$ cat config.mk
export PLATFORM = sky130hd
export DESIGN_NAME = insertion_sorter_unit
export DESIGN_NICKNAME = d
export VERILOG_FILES = /design/src/hdl/iss_pkg.sv /design/src/hdl/iss_ctrl.sv /design/src/hdl/iss_datapath.sv /design/src/hdl/insertion_sorter_unit.sv
export SDC_FILE = /design/constraint.sdc
export NUM_CORES = 2
export LEC_CHECK = 0
export ABC_AREA = 1
export BUFFER_PORTS_ARGS = -buffer_cell sky130_fd_sc_hd__buf_2
export CAP_MARGIN = 40
export CORE_MARGIN = 2
export CORE_UTILIZATION = 50
export DETAILED_ROUTE_END_ITERATION = 8
export PLACE_DENSITY = 0.66
export SKIP_LAST_GASP = 1
export SLEW_MARGIN = 20
export SYNTH_ARGS = -nofsm -noshare
export SYNTH_HDL_FRONTEND = slang
export SYNTH_SLANG_ARGS = --single-unit
$ cat constraint.sdc
create_clock -name clk -period 7 [get_ports clk]
set_input_delay 1.4 -clock clk [delete_from_list [all_inputs] [get_ports clk]]
set_output_delay 1.4 -clock clk [all_outputs]
set_load 0.1 [all_outputs]
$ cat src/hdl/iss_pkg.sv
// Shared types and constants of the insertion sorter.
`default_nettype none
package iss_pkg;

	localparam int unsigned VALUE_W = 32;

	// Controller states
	typedef enum logic [0:0] {
		ST_FILL,
		ST_DRAIN
	} iss_state_t;

	// Commands from controller to datapath
	typedef struct packed {
		logic insert;     // insert the input value into the cell chain
		logic drain_step; // shift the chain down by one after an output transfer
		logic run_done;   // the last value of the run leaves; clear the drop flag
	} iss_cmd_t;

	// Status from datapath to controller
	typedef struct packed {
		logic last_one;   // exactly one value remains in the chain
	} iss_sts_t;

endpackage
`default_nettype wire

$ cat src/hdl/iss_ctrl.sv
// Controller state machine of the insertion sorter: fill phase and drain phase.
`default_nettype none
module iss_ctrl
	import iss_pkg::*;
(
	input  wire logic     clk,
	input  wire logic     arst_n,
	input  wire logic     sample_valid,
	input  wire logic     set_end,
	output logic          sample_ready,
	output logic          result_valid,
	input  wire logic     result_ready,
	input  wire iss_sts_t sts,
	output iss_cmd_t      cmd
);

	iss_state_t state_q, state_d;

	// State register
	always_ff @(posedge clk or negedge arst_n) begin
		if (!arst_n) begin
			state_q <= ST_FILL;
		end else begin
			state_q <= state_d;
		end
	end

	// Next state and commands
	always_comb begin
		state_d      = state_q;
		sample_ready = 1'b0;
		result_valid = 1'b0;
		cmd          = '0;
		case (state_q)
			ST_FILL: begin
				sample_ready = 1'b1;
				if (sample_valid) begin
					cmd.insert = 1'b1;
					if (set_end) begin
						state_d = ST_DRAIN;
					end
				end
			end
			ST_DRAIN: begin
				result_valid = 1'b1;
				if (result_ready) begin
					cmd.drain_step = 1'b1;
					if (sts.last_one) begin
						cmd.run_done = 1'b1;
						state_d      = ST_FILL;
					end
				end
			end
			default: begin
				state_d = ST_FILL;
			end
		endcase
	end

endmodule
`default_nettype wire

$ cat src/hdl/iss_datapath.sv
// Datapath of the insertion sorter: a chain of compare-and-shift cells with count and drop flag.
`default_nettype none
module iss_datapath
	import iss_pkg::*;
#(
	parameter int unsigned DEPTH = 16
) (
	input  wire logic                      clk,
	input  wire logic                      arst_n,
	input  wire iss_cmd_t                  cmd,
	input  wire logic signed [VALUE_W-1:0] sample_value,
	output logic signed [VALUE_W-1:0]      sorted_value,
	output logic                           run_end,
	output logic                           overflowed,
	output iss_sts_t                       sts
);

	localparam int unsigned CNT_W = $clog2(DEPTH + 1);

	logic signed [VALUE_W-1:0] cell_q [DEPTH];
	logic [CNT_W-1:0]          count_q;
	logic                      drop_q;
	logic [DEPTH-1:0]          less;
	logic                      full;

	assign full = (count_q == CNT_W'(DEPTH));

	// Each occupied cell compares its value against the incoming one
	always_comb begin
		for (int i = 0; i < DEPTH; i++) begin
			less[i] = (CNT_W'(i) < count_q) && (cell_q[i] < sample_value);
		end
	end

	// Cells: keep, take the new value, or shift up on insert; shift down on drain
	always_ff @(posedge clk) begin
		if (cmd.insert && !full) begin
			for (int i = 0; i < DEPTH; i++) begin
				if (!less[i]) begin
					if (i == 0) begin
						cell_q[i] <= sample_value;
					end else if (less[i-1]) begin
						cell_q[i] <= sample_value;
					end else begin
						cell_q[i] <= cell_q[i-1];
					end
				end
			end
		end else if (cmd.drain_step) begin
			for (int i = 0; i < DEPTH - 1; i++) begin
				cell_q[i] <= cell_q[i+1];
			end
		end
	end

	// Fill count and drop flag
	always_ff @(posedge clk or negedge arst_n) begin
		if (!arst_n) begin
			count_q <= '0;
			drop_q  <= 1'b0;
		end else begin
			if (cmd.insert) begin
				if (full) begin
					drop_q <= 1'b1;
				end else begin
					count_q <= count_q + CNT_W'(1);
				end
			end else if (cmd.drain_step) begin
				count_q <= count_q - CNT_W'(1);
				if (cmd.run_done) begin
					drop_q <= 1'b0;
				end
			end
		end
	end

	assign sorted_value = cell_q[0];
	assign run_end      = (count_q == CNT_W'(1));
	assign overflowed   = drop_q;
	assign sts.last_one = run_end;

endmodule
`default_nettype wire

$ cat src/hdl/insertion_sorter_unit.sv
// Insertion sorter top level: one value inserted per cycle, sorted run drained on set end.
// Fill: one input transfer per cycle into the compare-and-shift cell chain.
// Drain: first result is offered the cycle after the set_end transfer, then one per cycle
// while result_ready is high, DEPTH results at most; no input is taken while a run drains.
// Reset (arst_n low, asynchronous) empties the chain and clears the drop flag.
`default_nettype none
module insertion_sorter_unit
	import iss_pkg::*;
#(
	parameter int unsigned DEPTH = 16
) (
	input  wire logic                      clk,
	input  wire logic                      arst_n,
	input  wire logic                      sample_valid,
	output logic                           sample_ready,
	input  wire logic signed [VALUE_W-1:0] sample_value,
	input  wire logic                      set_end,
	output logic                           result_valid,
	input  wire logic                      result_ready,
	output logic signed [VALUE_W-1:0]      sorted_value,
	output logic                           run_end,
	output logic                           overflowed
);

	iss_cmd_t cmd;
	iss_sts_t sts;

	iss_ctrl u_ctrl (
		.clk          (clk),
		.arst_n       (arst_n),
		.sample_valid (sample_valid),
		.set_end      (set_end),
		.sample_ready (sample_ready),
		.result_valid (result_valid),
		.result_ready (result_ready),
		.sts          (sts),
		.cmd          (cmd)
	);

	iss_datapath #(
		.DEPTH (DEPTH)
	) u_datapath (
		.clk          (clk),
		.arst_n       (arst_n),
		.cmd          (cmd),
		.sample_value (sample_value),
		.sorted_value (sorted_value),
		.run_end      (run_end),
		.overflowed   (overflowed),
		.sts          (sts)
	);

endmodule
`default_nettype wire

* Word-level counts from Yosys, hierarchy flattened
Memory sizes are Yosys's and may differ from the RTL's.
Index checks and enable logic that the tools add are counted.
** Storage, ports and cells
- Flip-flop bits (word level) :: 7
- Memory bits (writable) :: 512
- Input bits :: 37
- Output and inout port bits :: 36
- Memories :: 1
** Memory list
- u_datapath.cell_q :: depth 16, width 32, rd ports 16, clocked after Yosys merged registers in 0, write ports 16, line iss_datapath.sv:20 : logic signed [VALUE_W-1:0] cell_q [DEPTH];
** Cells by class
- Add/subtract/negate cells :: 2
- Order comparisons :: 32
- Equality and inequality tests :: 4
- Multiplexer cells :: 174
- Bitwise operators :: 31
- Reduce and logical (&&, ||, !) cells :: 22
** Operator list (count)
- 2-to-1 mux 32 bit :: 30
- < comparator 32 bit :: 16
- 2-to-1 mux 1 bit :: 138
- < comparator 4 x 5 -> 1 bit (first input constant) :: 8
- OR 1 bit :: 30
- < comparator 3 x 5 -> 1 bit (first input constant) :: 4
- logical AND 1 bit :: 17
- 2-to-1 mux 5 bit :: 3
- < comparator 1 x 5 -> 1 bit (first input constant) :: 2
- < comparator 2 x 5 -> 1 bit (first input constant) :: 2
- adder 5 x 1 -> 5 bit (second input constant) :: 1
- equality test 5 x 1 -> 1 bit (second input constant) :: 1
- equality test 5 bit (second input constant) :: 1
- subtractor 5 x 1 -> 5 bit (second input constant) :: 1
- 2-to-1 mux 2 bit :: 2
- != test 2 bit (second input constant) :: 2
- nonzero test 2 bit :: 2
- AND reduction 3 bit :: 1
- one-hot mux 1 bit (2 select lines) :: 1
- AND reduction 2 bit :: 1
- zero test 1 bit :: 1
- NOT 1 bit :: 1

* Depth between registers and ports, before layout
- Depth in word-level cells :: 8
- Depth in mapped cells :: 20
- Gate-level depth less buffers :: 18

* Hierarchy
A second synthesis with hierarchy kept.
** Unflattened totals
- Cell total of the unflattened synthesis :: 5445
- Area, all modules :: 41459.8 um^2
** Modules (own cells, without submodules)
- iss_datapath :: instances 1, cells each 5434, area an instance 41388.4 um^2
- iss_ctrl :: instances 1, cells each 11, area an instance 71.3 um^2

* Least setup slack after synthesis
No wires, ideal clock.
- Kind :: input-to-reg
- From :: input port sample_value[19]
- To :: memory u_datapath.cell_q[15][0] (netlist: u_datapath.cell_q[0][480]) (enable)
- Setup time :: 0.441 ns
- Arrival :: 5.018 ns
- Required time :: 6.559 ns
- Setup slack :: 1.542 ns
- Stages on the path :: 9
- Path buffers :: 1
- Cells stage by stage :: clkbuf_1 -> clkinv_1 -> ha_1 -> a21oi_1 -> o21a_1 -> o221ai_1 -> a21oi_1 -> nand3b_1 -> a31oi_1
** RTL lines
- start: declaration :: line insertion_sorter_unit.sv:16 : input wire logic signed [VALUE_W-1:0] sample_value,
- end: declaration :: line iss_datapath.sv:20

==> impl_metrics.env <==
export IMPL_routed_wl_mm=126
export IMPL_die_area_um2=84800
export IMPL_io_buffers=72
export IMPL_postCtsHoldBufs=0
export IMPL_ys_flop_type="edfxtp_1"
export IMPL_required_ns=7.24
export IMPL_post_drt_wl_per_cell_um=19.4
export IMPL_syn_inst=5445
export IMPL_globalRoute_totalOverflow=0
export IMPL_totalNegativeSetupSlack_ns=0
export IMPL_grt_first_pass_wirelength_mm=200
export IMPL_worst_pin_slew_ns=0.831
export IMPL_worstHoldPathType="reg -> reg"
export IMPL_syn2layout_area_growth_pct=8.12
export IMPL_post_route_period_util_pct=69.6
export IMPL_cts_buffers=66
export IMPL_setup_viol=0
export IMPL_crit_type="in -> reg"
export IMPL_synth_nets=5982
export IMPL_ys_warn_count=0
export IMPL_clock_latency_ns=0.62
export IMPL_hpwlAfterDp_mm=90.6
export IMPL_yosys_top_cells_count="2,209 x nand2_1, 512 x edfxtp_1, 500 x ha_1"
export IMPL_crit_path_start_kind="primary input"
export IMPL_firstDrtPassIters=7
export IMPL_fp_coreArea_um2=81800
export IMPL_cts_sink_count=519
export IMPL_h_tree_depth=3
export IMPL_path_clk_slew_ns=0.06
export IMPL_ir_worst_vdd_v=0.000257
export IMPL_vias_per_cell=5.76
export IMPL_yosysSeqAreaShare_pct=37.7
export IMPL_vias=37300
export IMPL_nFillCells=7774
export IMPL_gp_congestion=0.892
export IMPL_drive_gt1_share_pct=5.96
export IMPL_synth_edf_count=512
export IMPL_synth_area_leaders="edfxtp_1 37%, nand2_1 20%, ha_1 15%, nand4_1 6.7%, nand3_1 3.8%"
export IMPL_root_buffer="clkbuf_16"
export IMPL_rsz0062_at_grt="no"
export IMPL_grt_pass1_vias=36000
export IMPL_die_y_um=291
export IMPL_yosysUniqueCellTypes=43
export IMPL_postCtsSetupBuffers=0
export IMPL_outcome="finished clean"
export IMPL_cts_path_max_buffers=3
export IMPL_syn_area_per_cell_um2=7.58
export IMPL_max_clock_freq_mhz=205
export IMPL_synth_top_area_share_pct=37.3
export IMPL_drt_antenna_violating_nets=0
export IMPL_total_leakage_power_nw=22.0
export IMPL_cts_tree="yes"
export IMPL_clock_skew_ns=0.0308
export IMPL_die_w_um=291
export IMPL_arrival_ns=5.11
export IMPL_postCtsResizedCells=0
export IMPL_slew_viol_final=0
export IMPL_ys_async_sr_fraction_pct=1.35
export IMPL_critPathMaxFanout=33
export IMPL_drv_cap=0
export IMPL_syn_area_um2=41300
export IMPL_finalPower_mw=17.8
export IMPL_globalRouteTotalUtil_pct=29.2
export IMPL_drc=0
export IMPL_period_minus_slack_ns=4.87
export IMPL_ys_ff_latch=519
export IMPL_yosysMostFrequentCell="nand2_1"
export IMPL_grt_max_degree=137
export IMPL_io_pins=73
export IMPL_post_place_cells=6352
export IMPL_fin_cells=6478
export IMPL_power_density_nw_per_um2=400
export IMPL_start_util_pct=50.4
export IMPL_synth_top_area_cell="edfxtp_1"
export IMPL_antenna_found_initial=3
export IMPL_rows=105
export IMPL_max_slew_margin_rel_pct=44.0
export IMPL_drtIter0Drc=3886
export IMPL_num_nets_final=5896
export IMPL_worstSetupEndpointType="flip-flop"
export IMPL_finalHoldViolations=0
export IMPL_whs_ns=0.542
==> power breakdown <==
part,internal [mW],switching [mW],total (mW)
combinational,2.49,6.11,8.60
sequential,4.99,0.991,5.98
clock,1.85,1.40,3.25
==> per-stage QoR <==
step | worst slack (ns) | utilization (%) | instance area, µm²
2_1_floorplan | 1.54 | - | 41300
3_3_place_gp | 1.28 | 51.6 | 42200
3_5_place_dp | 1.34 | 51.8 | 42400
4_1_cts | 1.98 | 54.2 | 44400
5_1_grt | 1.82 | 54.5 | 44600
6_report | 2.13 | 54.5 | 44600
==> worst paths after layout <==
check / from / end / slack, ns / cells past startpoint
setup / recovery: sample_value[31] / u_datapath.cell_q[0][255] / 2.13 / 15
hold / removal: u_datapath.overflowed / u_datapath.overflowed / 0.54 / 2
setup reg to reg: u_datapath.count_q[4] / u_datapath.cell_q[0][120] / 3.27 / 10
hold reg to reg: u_datapath.overflowed / u_datapath.overflowed / 0.54 / 2
max in group asynchronous: arst_n / u_datapath.count_q[4] / 6.22 / 1
min in group asynchronous: arst_n / u_ctrl.state_q / 0.61 / 1
==> metal layers <==
layer	share of wire (%)	track usage, %	vias up
met5	0	0	-
met4	2.7	9.48	0
met3	6.9	3.50	208
met2	46	48.4	1340
met1	44	39.8	17400
li1	-	-	18300
==> sequential cells by signal, indices dropped and copies added (netlist names) <==
register and count:
u_ctrl.state_q 1, u_datapath.cell_q 512, u_datapath.count_q 5, u_datapath.overflowed 1
==> area by class of cell <==
type | instances | area (µm²) | share of cell area, %
sequential | 519 | 15500 | 34.9
multi-input combinational | 4145 | 22500 | 50.3
timing repair buffer | 198 | 1680 | 3.76
tap | 1070 | 1340 | 3.00
clock buffer | 78 | 1720 | 3.85
inverter | 429 | 1620 | 3.63
clock inverter | 37 | 243 | 0.544
antenna | 2 | 5.00 | 0.0112
==> worst max-delay path, cell delays in order <==
cell and delay, ns:
buf_2 0.26, clkinv_1 0.48, buf_4 0.35, ha_1 0.35, nand2_1 0.12, nor4_1 0.60, and3_1 0.26, nand2_1 0.09
nand2_1 0.07, nand2_1 0.06, nand3_2 0.11, buf_4 0.36, nand2_1 0.08, nand2_1 0.08, buf_4 0.42
==> kinds of logic (layout without fill, tap and decap cells) <==
| logic type | Yosys count | after routing | synth area share (%) |
|---|---|---|---|
| AOI/OAI and AO/OA | 439 | 439 | 5.70 |
| and+or+nand+nor | 3201 | 3201 | 33.3 |
| xor gates and xnor gates | 5 | 5 | 0.106 |
| DFF | 519 | 519 | 37.7 |
| other | 0 | 2 | 0 |
| adders and majority gates | 500 | 500 | 15.2 |
| buffers and inverters | 781 | 742 | 8.03 |
==> layout by cell type, fill, tap and decap left out, types with 10 or more instances in the layout <==
| master | n |
|---|---|
| nand2_1 | 2208 |
| edfxtp_1 | 512 |
| ha_1 | 500 |
| nand4_1 | 442 |
| inv_1 | 392 |
| nand3_1 | 307 |
| a21oi_1 | 243 |
| nor2_1 | 173 |
| buf_4 | 103 |
| o21ai_0 | 101 |
| buf_2 | 72 |
| clkbuf_16 | 67 |
| clkinv_1 | 57 |
| o21ai_1 | 44 |
| nor3_1 | 23 |
| o21a_1 | 17 |
| nand3_2 | 14 |
| buf_16 | 12 |
| clkbuf_1 | 11 |
| o211ai_1 | 10 |
| buf_12 | 10 |
Power figures use the tool's default switching activity.
